<file path="src/rtl/ssbst_pkg.sv">
// Shared constants, types and codes for the sorted set binary search table.
package ssbst_pkg;

    localparam int CAPACITY  = 256;
    localparam int ADDR_W    = (CAPACITY > 1) ? $clog2(CAPACITY) : 1;
    localparam int CNT_W     = $clog2(CAPACITY + 1);
    localparam int VAL_W     = 16;
    localparam int IDX_W     = 8;
    localparam int POS_W     = 8;
    localparam int OCNT_W    = 9;
    localparam int STAT_W    = 3;
    localparam int KIND_W    = 2;
    localparam int CMP_W     = ((CNT_W > IDX_W) ? CNT_W : IDX_W) + 1;
    localparam int S_TDATA_W = 24;
    localparam int M_TDATA_W = 40;
    localparam int M_PAD_W   = M_TDATA_W - POS_W - VAL_W - OCNT_W;

    typedef logic [ADDR_W-1:0]        addr_t;
    typedef logic [CNT_W-1:0]         cnt_t;
    typedef logic [CNT_W:0]           cnt_sum_t;
    typedef logic [VAL_W-1:0]         val_t;
    typedef logic [IDX_W-1:0]         idx_t;
    typedef logic [POS_W-1:0]         pos_t;
    typedef logic [OCNT_W-1:0]        ocnt_t;
    typedef logic [STAT_W-1:0]        stat_t;
    typedef logic [KIND_W-1:0]        kind_t;
    typedef logic [CMP_W-1:0]         cmp_t;

    localparam kind_t KIND_INSERT = 2'd0;
    localparam kind_t KIND_FIND   = 2'd1;
    localparam kind_t KIND_GET    = 2'd2;

    localparam stat_t STAT_OK      = 3'd0;
    localparam stat_t STAT_PRESENT = 3'd1;
    localparam stat_t STAT_ABSENT  = 3'd2;
    localparam stat_t STAT_FULL    = 3'd3;
    localparam stat_t STAT_RANGE   = 3'd4;

endpackage

</file>
<file path="src/rtl/sorted_set_binary_search_table_top.sv">
// Sorted set table: binary search, insert with shift, find and get over one RAM.
//
// The table keeps up to 256 distinct signed 16-bit values in ascending order in one
// synchronous RAM and works on one request at a time; s_tready is high only while the block
// is idle. A request of an unused kind or a get whose index is not below the count goes
// straight to the done state, where the result is loaded into the output register; a valid
// get first reads its entry. Find and insert first run a binary search that reads one RAM
// entry per cycle, with at most floor(log2(count))+1 reads; a find, a duplicate insert or an
// insert into a full table then passes through the result state to the done state. An
// insert of a new value at slot p moves every entry from p upwards by one slot, one entry per
// cycle through the RAM's single write port, and then writes the new value at slot p. The
// next request can be accepted in the cycle after the result is loaded. The result waits
// in an output register; a request that finishes while the previous result has not yet
// been taken holds there until m_tready frees the register.
module sorted_set_binary_search_table_top (
    input  logic                            clk,
    input  logic                            rst_n,
    input  logic                            s_tvalid,
    output logic                            s_tready,
    input  logic [ssbst_pkg::S_TDATA_W-1:0] s_tdata,  // value[15:0], index[23:16]
    input  logic [ssbst_pkg::KIND_W-1:0]    s_tuser,  // kind[1:0]
    output logic                            m_tvalid,
    input  logic                            m_tready,
    output logic [ssbst_pkg::M_TDATA_W-1:0] m_tdata,  // position[7:0], entry[23:8],
                                                      // count[32:24], zero[39:33]
    output logic [ssbst_pkg::STAT_W-1:0]    m_tuser   // status[2:0]
);

    localparam logic [2:0] ST_IDLE  = 3'd0;
    localparam logic [2:0] ST_SRCH  = 3'd1;
    localparam logic [2:0] ST_RES   = 3'd2;
    localparam logic [2:0] ST_SHIFT = 3'd3;
    localparam logic [2:0] ST_INS   = 3'd4;
    localparam logic [2:0] ST_GET   = 3'd5;
    localparam logic [2:0] ST_DONE  = 3'd6;

    logic [2:0]       state_reg, state_next;
    ssbst_pkg::kind_t kind_reg, kind_next;
    ssbst_pkg::val_t  value_reg, value_next;
    ssbst_pkg::cnt_t  lo_reg, lo_next;
    ssbst_pkg::cnt_t  hi_reg, hi_next;
    ssbst_pkg::addr_t mid_reg, mid_next;
    logic             found_reg, found_next;
    ssbst_pkg::cnt_t  slot_reg, slot_next;
    ssbst_pkg::cnt_t  sp_reg, sp_next;
    logic             wpend_reg, wpend_next;
    ssbst_pkg::addr_t wa_reg, wa_next;
    ssbst_pkg::cnt_t  count_reg, count_next;

    ssbst_pkg::stat_t res_status_reg, res_status_next;
    ssbst_pkg::pos_t  res_pos_reg, res_pos_next;
    ssbst_pkg::val_t  res_entry_reg, res_entry_next;
    ssbst_pkg::ocnt_t res_count_reg, res_count_next;

    logic             out_valid_reg, out_valid_next;
    ssbst_pkg::stat_t out_status_reg, out_status_next;
    ssbst_pkg::pos_t  out_pos_reg, out_pos_next;
    ssbst_pkg::val_t  out_entry_reg, out_entry_next;
    ssbst_pkg::ocnt_t out_count_reg, out_count_next;

    logic             ram_we;
    ssbst_pkg::addr_t ram_waddr;
    ssbst_pkg::val_t  ram_wdata;
    logic             ram_re;
    ssbst_pkg::addr_t ram_raddr;
    ssbst_pkg::val_t  ram_rdata;

    ssbst_ram #(
        .WIDTH (ssbst_pkg::VAL_W),
        .DEPTH (ssbst_pkg::CAPACITY)
    ) u_store (
        .clk   (clk),
        .we    (ram_we),
        .waddr (ram_waddr),
        .wdata (ram_wdata),
        .re    (ram_re),
        .raddr (ram_raddr),
        .rdata (ram_rdata)
    );

    assign s_tready = (state_reg == ST_IDLE);
    assign m_tvalid = out_valid_reg;
    assign m_tuser  = out_status_reg;
    assign m_tdata  = {{ssbst_pkg::M_PAD_W{1'b0}}, out_count_reg, out_entry_reg, out_pos_reg};

    always_comb
    begin
        ssbst_pkg::idx_t     idx_in;
        ssbst_pkg::cnt_t     lo_n;
        ssbst_pkg::cnt_t     hi_n;
        ssbst_pkg::cnt_sum_t sum;
        ssbst_pkg::cnt_t     count_inc;

        state_next      = state_reg;
        kind_next       = kind_reg;
        value_next      = value_reg;
        lo_next         = lo_reg;
        hi_next         = hi_reg;
        mid_next        = mid_reg;
        found_next      = found_reg;
        slot_next       = slot_reg;
        sp_next         = sp_reg;
        wpend_next      = wpend_reg;
        wa_next         = wa_reg;
        count_next      = count_reg;
        res_status_next = res_status_reg;
        res_pos_next    = res_pos_reg;
        res_entry_next  = res_entry_reg;
        res_count_next  = res_count_reg;
        out_valid_next  = out_valid_reg;
        out_status_next = out_status_reg;
        out_pos_next    = out_pos_reg;
        out_entry_next  = out_entry_reg;
        out_count_next  = out_count_reg;
        ram_we          = 1'b0;
        ram_waddr       = '0;
        ram_wdata       = '0;
        ram_re          = 1'b0;
        ram_raddr       = '0;

        idx_in    = s_tdata[ssbst_pkg::VAL_W +: ssbst_pkg::IDX_W];
        lo_n      = lo_reg;
        hi_n      = hi_reg;
        sum       = '0;
        count_inc = count_reg + ssbst_pkg::cnt_t'(1);

        if (m_tready)
        begin
            out_valid_next = 1'b0;
        end

        case (state_reg)
            ST_IDLE:
            begin
                if (s_tvalid)
                begin
                    kind_next      = s_tuser;
                    value_next     = s_tdata[ssbst_pkg::VAL_W-1:0];
                    res_status_next = ssbst_pkg::STAT_OK;
                    res_pos_next   = '0;
                    res_entry_next = '0;
                    res_count_next = ssbst_pkg::ocnt_t'(count_reg);
                    case (s_tuser)
                        ssbst_pkg::KIND_INSERT, ssbst_pkg::KIND_FIND:
                        begin
                            lo_next = '0;
                            hi_next = count_reg;
                            if (count_reg == '0)
                            begin
                                found_next = 1'b0;
                                slot_next  = '0;
                                state_next = ST_RES;
                            end
                            else
                            begin
                                mid_next   = ssbst_pkg::addr_t'(count_reg >> 1);
                                ram_re     = 1'b1;
                                ram_raddr  = ssbst_pkg::addr_t'(count_reg >> 1);
                                state_next = ST_SRCH;
                            end
                        end
                        ssbst_pkg::KIND_GET:
                        begin
                            if (ssbst_pkg::cmp_t'(idx_in) < ssbst_pkg::cmp_t'(count_reg))
                            begin
                                ram_re       = 1'b1;
                                ram_raddr    = ssbst_pkg::addr_t'(idx_in);
                                res_pos_next = ssbst_pkg::pos_t'(idx_in);
                                state_next   = ST_GET;
                            end
                            else
                            begin
                                res_status_next = ssbst_pkg::STAT_RANGE;
                                state_next      = ST_DONE;
                            end
                        end
                        default:
                        begin
                            state_next = ST_DONE;
                        end
                    endcase
                end
            end

            ST_SRCH:
            begin
                if ($signed(ram_rdata) == $signed(value_reg))
                begin
                    found_next = 1'b1;
                    slot_next  = ssbst_pkg::cnt_t'(mid_reg);
                    state_next = ST_RES;
                end
                else
                begin
                    if ($signed(ram_rdata) > $signed(value_reg))
                    begin
                        hi_n = ssbst_pkg::cnt_t'(mid_reg);
                    end
                    else
                    begin
                        lo_n = ssbst_pkg::cnt_t'(mid_reg) + ssbst_pkg::cnt_t'(1);
                    end
                    lo_next = lo_n;
                    hi_next = hi_n;
                    if (lo_n < hi_n)
                    begin
                        sum       = ssbst_pkg::cnt_sum_t'(lo_n) + ssbst_pkg::cnt_sum_t'(hi_n);
                        mid_next  = ssbst_pkg::addr_t'(sum >> 1);
                        ram_re    = 1'b1;
                        ram_raddr = ssbst_pkg::addr_t'(sum >> 1);
                    end
                    else
                    begin
                        found_next = 1'b0;
                        slot_next  = lo_n;
                        state_next = ST_RES;
                    end
                end
            end

            ST_RES:
            begin
                state_next = ST_DONE;
                if (kind_reg == ssbst_pkg::KIND_FIND)
                begin
                    if (found_reg)
                    begin
                        res_pos_next = ssbst_pkg::pos_t'(slot_reg);
                    end
                    else
                    begin
                        res_status_next = ssbst_pkg::STAT_ABSENT;
                    end
                end
                else if (found_reg)
                begin
                    res_status_next = ssbst_pkg::STAT_PRESENT;
                    res_pos_next    = ssbst_pkg::pos_t'(slot_reg);
                end
                else if (count_reg == ssbst_pkg::cnt_t'(ssbst_pkg::CAPACITY))
                begin
                    res_status_next = ssbst_pkg::STAT_FULL;
                end
                else
                begin
                    sp_next    = count_reg;
                    wpend_next = 1'b0;
                    state_next = ST_SHIFT;
                end
            end

            ST_SHIFT:
            begin
                // The entry read last cycle lands one slot higher while the next one is read.
                if (wpend_reg)
                begin
                    ram_we    = 1'b1;
                    ram_waddr = wa_reg;
                    ram_wdata = ram_rdata;
                end
                wpend_next = 1'b0;
                if (sp_reg > slot_reg)
                begin
                    ram_re     = 1'b1;
                    ram_raddr  = ssbst_pkg::addr_t'(sp_reg - ssbst_pkg::cnt_t'(1));
                    wa_next    = ssbst_pkg::addr_t'(sp_reg);
                    wpend_next = 1'b1;
                    sp_next    = sp_reg - ssbst_pkg::cnt_t'(1);
                end
                else
                begin
                    state_next = ST_INS;
                end
            end

            ST_INS:
            begin
                ram_we         = 1'b1;
                ram_waddr      = ssbst_pkg::addr_t'(slot_reg);
                ram_wdata      = value_reg;
                count_next     = count_inc;
                res_pos_next   = ssbst_pkg::pos_t'(slot_reg);
                res_count_next = ssbst_pkg::ocnt_t'(count_inc);
                state_next     = ST_DONE;
            end

            ST_GET:
            begin
                res_entry_next = ram_rdata;
                state_next     = ST_DONE;
            end

            ST_DONE:
            begin
                if (!out_valid_reg || m_tready)
                begin
                    out_valid_next  = 1'b1;
                    out_status_next = res_status_reg;
                    out_pos_next    = res_pos_reg;
                    out_entry_next  = res_entry_reg;
                    out_count_next  = res_count_reg;
                    state_next      = ST_IDLE;
                end
            end

            default:
            begin
                state_next = ST_IDLE;
            end
        endcase
    end

    always_ff @(posedge clk or negedge rst_n)
    begin
        if (!rst_n)
        begin
            state_reg     <= ST_IDLE;
            count_reg     <= '0;
            wpend_reg     <= 1'b0;
            out_valid_reg <= 1'b0;
        end
        else
        begin
            state_reg     <= state_next;
            count_reg     <= count_next;
            wpend_reg     <= wpend_next;
            out_valid_reg <= out_valid_next;
        end
    end

    always_ff @(posedge clk)
    begin
        kind_reg       <= kind_next;
        value_reg      <= value_next;
        lo_reg         <= lo_next;
        hi_reg         <= hi_next;
        mid_reg        <= mid_next;
        found_reg      <= found_next;
        slot_reg       <= slot_next;
        sp_reg         <= sp_next;
        wa_reg         <= wa_next;
        res_status_reg <= res_status_next;
        res_pos_reg    <= res_pos_next;
        res_entry_reg  <= res_entry_next;
        res_count_reg  <= res_count_next;
        out_status_reg <= out_status_next;
        out_pos_reg    <= out_pos_next;
        out_entry_reg  <= out_entry_next;
        out_count_reg  <= out_count_next;
    end

endmodule

</file>
<file path="src/rtl/ssbst_ram.sv">
// Generic simple dual-port RAM with one write port and a registered read port.
module ssbst_ram #(
    parameter int WIDTH = 16,
    parameter int DEPTH = 256
) (
    input  logic                                   clk,
    input  logic                                   we,
    input  logic [((DEPTH > 1) ? $clog2(DEPTH) : 1)-1:0] waddr,
    input  logic [WIDTH-1:0]                       wdata,
    input  logic                                   re,
    input  logic [((DEPTH > 1) ? $clog2(DEPTH) : 1)-1:0] raddr,
    output logic [WIDTH-1:0]                       rdata
);

    logic [WIDTH-1:0] mem [DEPTH];

    always_ff @(posedge clk)
    begin
        if (we)
        begin
            mem[waddr] <= wdata;
        end
        if (re)
        begin
            rdata <= mem[raddr];
        end
    end

endmodule

</file>
<file path="config.mk">
export PLATFORM = sky130hd
export DESIGN_NAME = sorted_set_binary_search_table_top
export DESIGN_NICKNAME = d
export VERILOG_FILES = /design/src/rtl/ssbst_pkg.sv /design/src/rtl/sorted_set_binary_search_table_top.sv /design/src/rtl/ssbst_ram.sv
export SDC_FILE = /design/constraint.sdc
export NUM_CORES = 2
export LEC_CHECK = 0
export BUFFER_PORTS_ARGS = -buffer_cell sky130_fd_sc_hd__clkbuf_2
export CAP_MARGIN = 20
export CORE_ASPECT_RATIO = 0.6
export CORE_MARGIN = 3
export CORE_UTILIZATION = 25
export DETAILED_ROUTE_END_ITERATION = 10
export MAX_ROUTING_LAYER = met4
export SLEW_MARGIN = 20
export SYNTH_ARGS = -nofsm -noshare
export SYNTH_HDL_FRONTEND = slang
export SYNTH_SLANG_ARGS = --single-unit
</file>
<file path="constraint.sdc">
create_clock -name clk -period 12.85 [get_ports clk]
set_input_delay 1.285 -clock clk [delete_from_list [all_inputs] [get_ports clk]]
set_output_delay 1.285 -clock clk [all_outputs]
set_load 0.05 [all_outputs]
</file>
Word-level counts from Yosys, hierarchy flattened
Memory sizes are Yosys's and may differ from the RTL's. A register that Yosys moved wholly into a read port is not among the register bits.
Index checks and enable logic that the tools add are counted.
{ "word_totals": {"ff_bits": 157, "ramBits": 4096, "input_bits": 30, "out_inout_bits": 45, "wordCells": 179, "n_memories": 1} }
{ "mem_list": {"columns": ["name", "depth", "word_bits", "read_ports", "rd_clocked_by_memory_dff", "wr", "line", "text"], "rows": [
  ["u_store.mem", 256, 16, 1, 1, 1, "ssbst_ram.sv:15", "logic [WIDTH-1:0] mem [DEPTH];"]
]} }
{ "op_classes": {"addsub": 4, "magnitude_cmp": 4, "n_eq_ne": 27, "muxes": 96, "n_reduce_logical": 26} }
{ "ops": {"columns": ["operator", "n"], "rows": [
  ["two-way mux 9 bit", 22],
  ["two-way mux 8 bit", 15],
  ["case mux 9 bit (2 select lines)", 5],
  ["case mux 16 bit (2 select lines)", 2],
  ["case mux 8 bit (2 select lines)", 3],
  ["case mux 8 bit (3 select lines)", 2],
  ["two-way mux 3 bit", 15],
  ["two-way mux 16 bit", 2],
  ["inequality test 2 bit (second input constant)", 11],
  ["two-way mux 1 bit", 20],
  ["case mux 3 bit (6 select lines)", 1],
  ["== test 16 bit", 1],
  ["greater-than comparator 16 bit", 1],
  ["AND reduction 4 bit", 4],
  ["case mux 3 bit (2 select lines)", 2],
  ["AND reduction 2 bit", 5],
  ["AND reduction 5 bit", 2],
  ["nonzero test 2 bit", 5],
  ["adder 8 x 1 -> 9 bit (second input constant)", 1],
  ["adder 9 x 1 -> 9 bit (second input constant)", 1],
  ["adder 9 bit", 1],
  ["== test 3 bit (second input constant)", 3],
  ["== test 9 bit (second input constant)", 1],
  ["greater-than comparator 9 bit", 1],
  ["22 further kinds", 31]
]} }

Depth between registers and ports, before layout
{ "depth": {"depth_word": 8, "mapped_depth": 31, "mapped_depth_nobuf": 24} }

Modules after synthesis
A second synthesis with hierarchy kept.
{ "hier_totals": {"cells_unflattened": 8128, "area_unflattened_um2": 167301.7} }
{ "by_module_without_submodules": {"columns": ["module", "n_inst", "cells_each", "area_per_inst_um2", "seq_area_each_um2"], "rows": [
  ["ssbst_ram", 1, 7360, 158874.9, 123478.4],
  ["sorted_set_binary_search_table_top", 1, 768, 8426.8, 4644.5]
]} }

Least setup slack after synthesis
No wires, ideal clock.
{ "synth_timing": {"path_kind": "register to register", "from": "register state_reg[1]", "to": "memory u_store.mem[0][10] (data pin)", "setup_ps": 2188, "arrival_ps": 11325, "t_required_ps": 10662, "path_slack_ps": -663, "stages_incl_launch_ff": 6, "n_path_buf": 3, "synth_period_minus_slack_ps": 13513, "path_cell_list": "dfrtp_1 > clkbuf_1 > or3b_2 > clkbuf_1 > clkbuf_1 > o21ai_0"} }
{ "synth_via": {"elab_chain_len": 2, "word_cells_on_any_way": 3, "cone_classes": "eq/ne (2); mux (1)"} }
{ "synth_lines": {"columns": ["item", "line", "text"], "rows": [
  ["start, declared", "sorted_set_binary_search_table_top.sv:37", "logic [2:0] state_reg, state_next;"],
  ["start signal, assigned", "sorted_set_binary_search_table_top.sv:324", "state_reg <= state_next;"],
  ["== test 3 bit / == test 3 x 2 -> 1 bit (equally long branches)", "sorted_set_binary_search_table_top.sv:132", "case (state_reg)"],
  ["case mux 16 bit (2 select lines) (*)", "sorted_set_binary_search_table_top.sv:132", null],
  ["net ram_wdata[10]", "sorted_set_binary_search_table_top.sv:63", "ssbst_pkg::val_t ram_wdata;"],
  ["end, declared", "ssbst_ram.sv:15", null]
]} }
Mark *: on every way through the listed nets, which the timed path passes. The rest lies on a longest branch.

Final worst setup path
{ "layout_timing": {"from": "register u_store.rdata[15], read port of u_store.mem", "to": "register u_store.rdata[2], read port of u_store.mem (data pin)"} }
{ "layout_via": {"elab_chain_len": 8, "word_cells_on_any_way": 16, "cone_classes": "add/sub (1); order compare (2); eq/ne (1); mux (12)"} }
{ "layout_lines": {"columns": ["item", "line", "text"], "rows": [
  ["start, declared", "ssbst_ram.sv:12", "output logic [WIDTH-1:0] rdata"],
  ["greater-than comparator 16 bit", "sorted_set_binary_search_table_top.sv:195", "if ($signed(ram_rdata) > $signed(value_reg))"],
  ["two-way mux 9 bit", "sorted_set_binary_search_table_top.sv:195", null],
  ["two-way mux 9 bit", "sorted_set_binary_search_table_top.sv:187", "if ($signed(ram_rdata) == $signed(value_reg))"],
  ["two-way mux 9 bit", "sorted_set_binary_search_table_top.sv:132", null],
  ["adder 9 bit / < comparator 9 bit (equally long branches)", "sorted_set_binary_search_table_top.sv:207, sorted_set_binary_search_table_top.sv:205", null],
  ["two-way mux 8 bit / two-way mux 1 bit (equally long branches)", "sorted_set_binary_search_table_top.sv:205", "if (lo_n < hi_n)"],
  ["two-way mux 8 bit / two-way mux 1 bit (equally long branches)", "sorted_set_binary_search_table_top.sv:187", null],
  ["case mux 8 bit (3 select lines) / case mux 1 bit (3 select lines) (equally long branches)", "sorted_set_binary_search_table_top.sv:132", null]
]} }
Parallel ways exist; a longest one is shown, timed or not. The select of a mux whose other input is x is not followed.
A chain may end at the register's enable or synchronous reset.

==> reports/metrics.csv <==
metric,value,unit
syn-instance-count,9282,
grt_max_degree,198,
slew_headroom,12.1,%
cp_slowest_stage_delay,0.82,ns
yosys_warnings,0,
synth_top_area_cell,edfxtp_1,
top_register,u_store.mem,
die_area,0.684,mm^2
p_total,0.0364,W
nFillCells,65513,
io_pins,75,
multi_input_area,0.0380,mm^2
htreeDepth,5,
ys_ff_latch,4269,
holdCritPathClass,primary input to asynchronous set/reset pin,
path_class,register to register,
cp-end-kind,register,
die_h,642,um
gr-max-usage-layer,met1,
worstPathCellList,ha_1 > nand4_2 > or2_4 > a2111o_1 > a31oi_1 > nor3_2 > buf_4 > o21ai_0 > ha_1 > nand2b_1 > a211oi_1 > o221ai_1 > nand3_1 > o211ai_1 > nor3_2 > buf_4 > buf_4 > nand3_1 > o22a_1 > a41oi_1 > o21ai_0 > a211o_1,
viasPerCell,5.13,
syn_avg_cell_area,18.1,um^2
met1_usage,23.5,%
cts_resized,0,
drt_wl_total,562000,um
synth_top_area_share,75.9,%
powerDensity,187,mW/mm^2
drtIter0Drc,18668,
drc,1,
clk_pin_slew,0.07,ns
syn-cell-area,0.168,mm^2
synthTopCellsByCount,"edfxtp_1 (4,255), nand2_1 (1,350), mux4_2 (784)",
postRouteAntennaNets,0,
rsz0062_at_grt,false,
grt_pass1_wl,765000,um
setup-tns-final,0,ns
peakVddDrop,150,uV
final.min_clock_period,9.82,ns
clock_path_buffers,4,
status,"finished, violations left",
rrSetupSlack,3.04,ns
synth_edf_count,4255,
r2r_end,u_store.rdata[2],
cellLeakagePower,60.9,nW
num_rows,232,
drv_cap,0,
grt_pass1_vias,88272,
seqCellArea,0.128,mm^2
synth_cell_type_count,97,
cts.sinks,4269,
fp.dieW,1070,um
hold_viol_final,0,
grt_overflow,0,
critPathMaxFanout,36,
start_util,25.2,%
drt-pass1-iter-count,10,
critPathTopFamily,compound AO/OA/AOI/OAI gates,
largest_reg_flops,4096,
crit_top_cell,buf_4,
cts_setup_buffers,0,
cts_buffers,354,
dp_hpwl,349000,um
portBuffers,67,
antenna_found_initial,41,
post-route-period-util,76.4,%
drive_gt1_share,20.9,%
cp.buffers_inverters,3,
ys.flop_type,edfxtp_1,
synthTopCellsByArea,"edfxtp_1 (76%), mux4_2 (10%), nand2_1 (3.0%), nand3_1 (1.8%), mux2i_1 (0.97%)",
num_vias,96866,
report.final.slew_viol_count,0,
r2r-start,u_store.rdata[15],
cp.required,13.54,ns
failed_checks,design-rule violations,
async_reset_ff_share,0.328,%
slowest_stage,nand3_1,
fin_worst_skew,0.0528,ns
r2r_cells,22,
met2_usage,19.6,%
grtUsageMet3,8.07,%
ys_seq_area_share,76.1,%
core,0.668,mm^2
timing.fmax,0.102,GHz
final_nets,9742,
worstSetupStartpointType,register,
arrival,10.50,ns
gp_congestion,0.919,
insertion_delay,0.96,ns
setup_viol,0,
grt_use_total,16.2,%
tightestPinTransition,1.32,ns
tritoncts,yes,
stdcell_area,0.194,mm^2
place_area,0.182,mm^2
ctsHoldBuffers,0,
area_growth,15.2,%
wl_per_cell,29.8,um
synth_most_common_cell,edfxtp_1,
root_buffer,clkbuf_16,
-- how the worst max path moves through the flow --
| stage | from | endpoint | slack (ns) | cells after the start |
|---|---|---|---|---|
| after floorplan | state_reg[1] | u_store.mem[0][10] | -0.66 | 5 |
| after global placement | u_store.rdata[15] | u_store.rdata[15] | 3.02 | 24 |
| after detailed placement | u_store.rdata[15] | u_store.rdata[2] | 3.43 | 22 |
| after CTS | u_store.rdata[15] | u_store.rdata[2] | 3.36 | 22 |
| after global routing | u_store.rdata[15] | u_store.rdata[2] | 2.80 | 23 |
| final | u_store.rdata[15] | u_store.rdata[2] | 3.04 | 22 |
-- cell type report --
| type | count | area share, % |
|---|---|---|
| flip-flops and latches | 4269 | 66.1 |
| multi-input cells | 4409 | 19.6 |
| well taps | 8892 | 5.74 |
| clock inverters | 225 | 1.24 |
| diodes | 45 | 0.0581 |
| repair buffers | 566 | 2.40 |
| inverters | 60 | 0.116 |
| clock buffers | 423 | 4.78 |
-- stage by stage --
stage          setup WS, ns  std cells  util [%]  hold slack [ns]
2_1_floorplan        -0.663       9288         -            0.400
3_3_place_gp           3.02      18187      27.2            0.410
3_5_place_dp           3.43      18189      27.2            0.405
4_1_cts                3.36      18837      29.0            0.225
5_1_grt                2.80      18881      29.0            0.253
6_report               3.04      18889      29.0            0.248
-- placed cells by master (no fill, tap or decap), types with 63 or more instances in the layout --
master     count
nand3_1      600
nor2_1       221
clkinv_1      89
nand4_1       64
clkbuf_16    360
a31oi_1       63
a21oi_1      148
mux2i_1      159
edfxtp_1    4255
clkbuf_2      67
a22oi_1      100
buf_4        453
nand2_1     1332
nor2_2        87
and3_1        63
mux4_2       784
o21ai_0       99
a311oi_1      69
-- worst reg2reg max path: stages (launching register included) --
cell,delay [ns]
edfxtp_1,0.44
ha_1,0.38
nand4_2,0.20
or2_4,0.33
a2111o_1,0.31
a31oi_1,0.48
nor3_2,0.11
buf_4,0.25
o21ai_0,0.45
ha_1,0.38
nand2b_1,0.18
a211oi_1,0.35
o221ai_1,0.31
nand3_1,0.18
o211ai_1,0.18
nor3_2,0.80
buf_4,0.36
buf_4,0.58
nand3_1,0.84
o22a_1,0.57
a41oi_1,0.73
o21ai_0,0.66
a211o_1,0.49
-- cell families after synthesis --
group,Yosys count,synth area share [%]
flops,4269,76.1
simple gates,2623,6.85
mux,950,11.5
compound gates,750,3.09
buf+inv,610,1.96
fa+ha+maj,52,0.391
xor+xnor,27,0.140
other cells,1,0.00223
-- where the power goes --
group	internal, W	switching [W]	leakage, nW	total [W]
Clock	0.00601	0.00526	5.66	0.0113
Combinational	0.00213	0.00626	15.8	0.00839
Sequential	0.0166	0.000111	39.4	0.0167
Total	0.0247	0.0116	60.9	0.0364
-- layer usage --
metal	wire, um	up-vias
met5	0	-
met4	14500	0
met3	103000	820
met2	213000	7317
met1	232000	50914
li1	-	37815
Note: power is estimated with default switching activity, not from simulation.
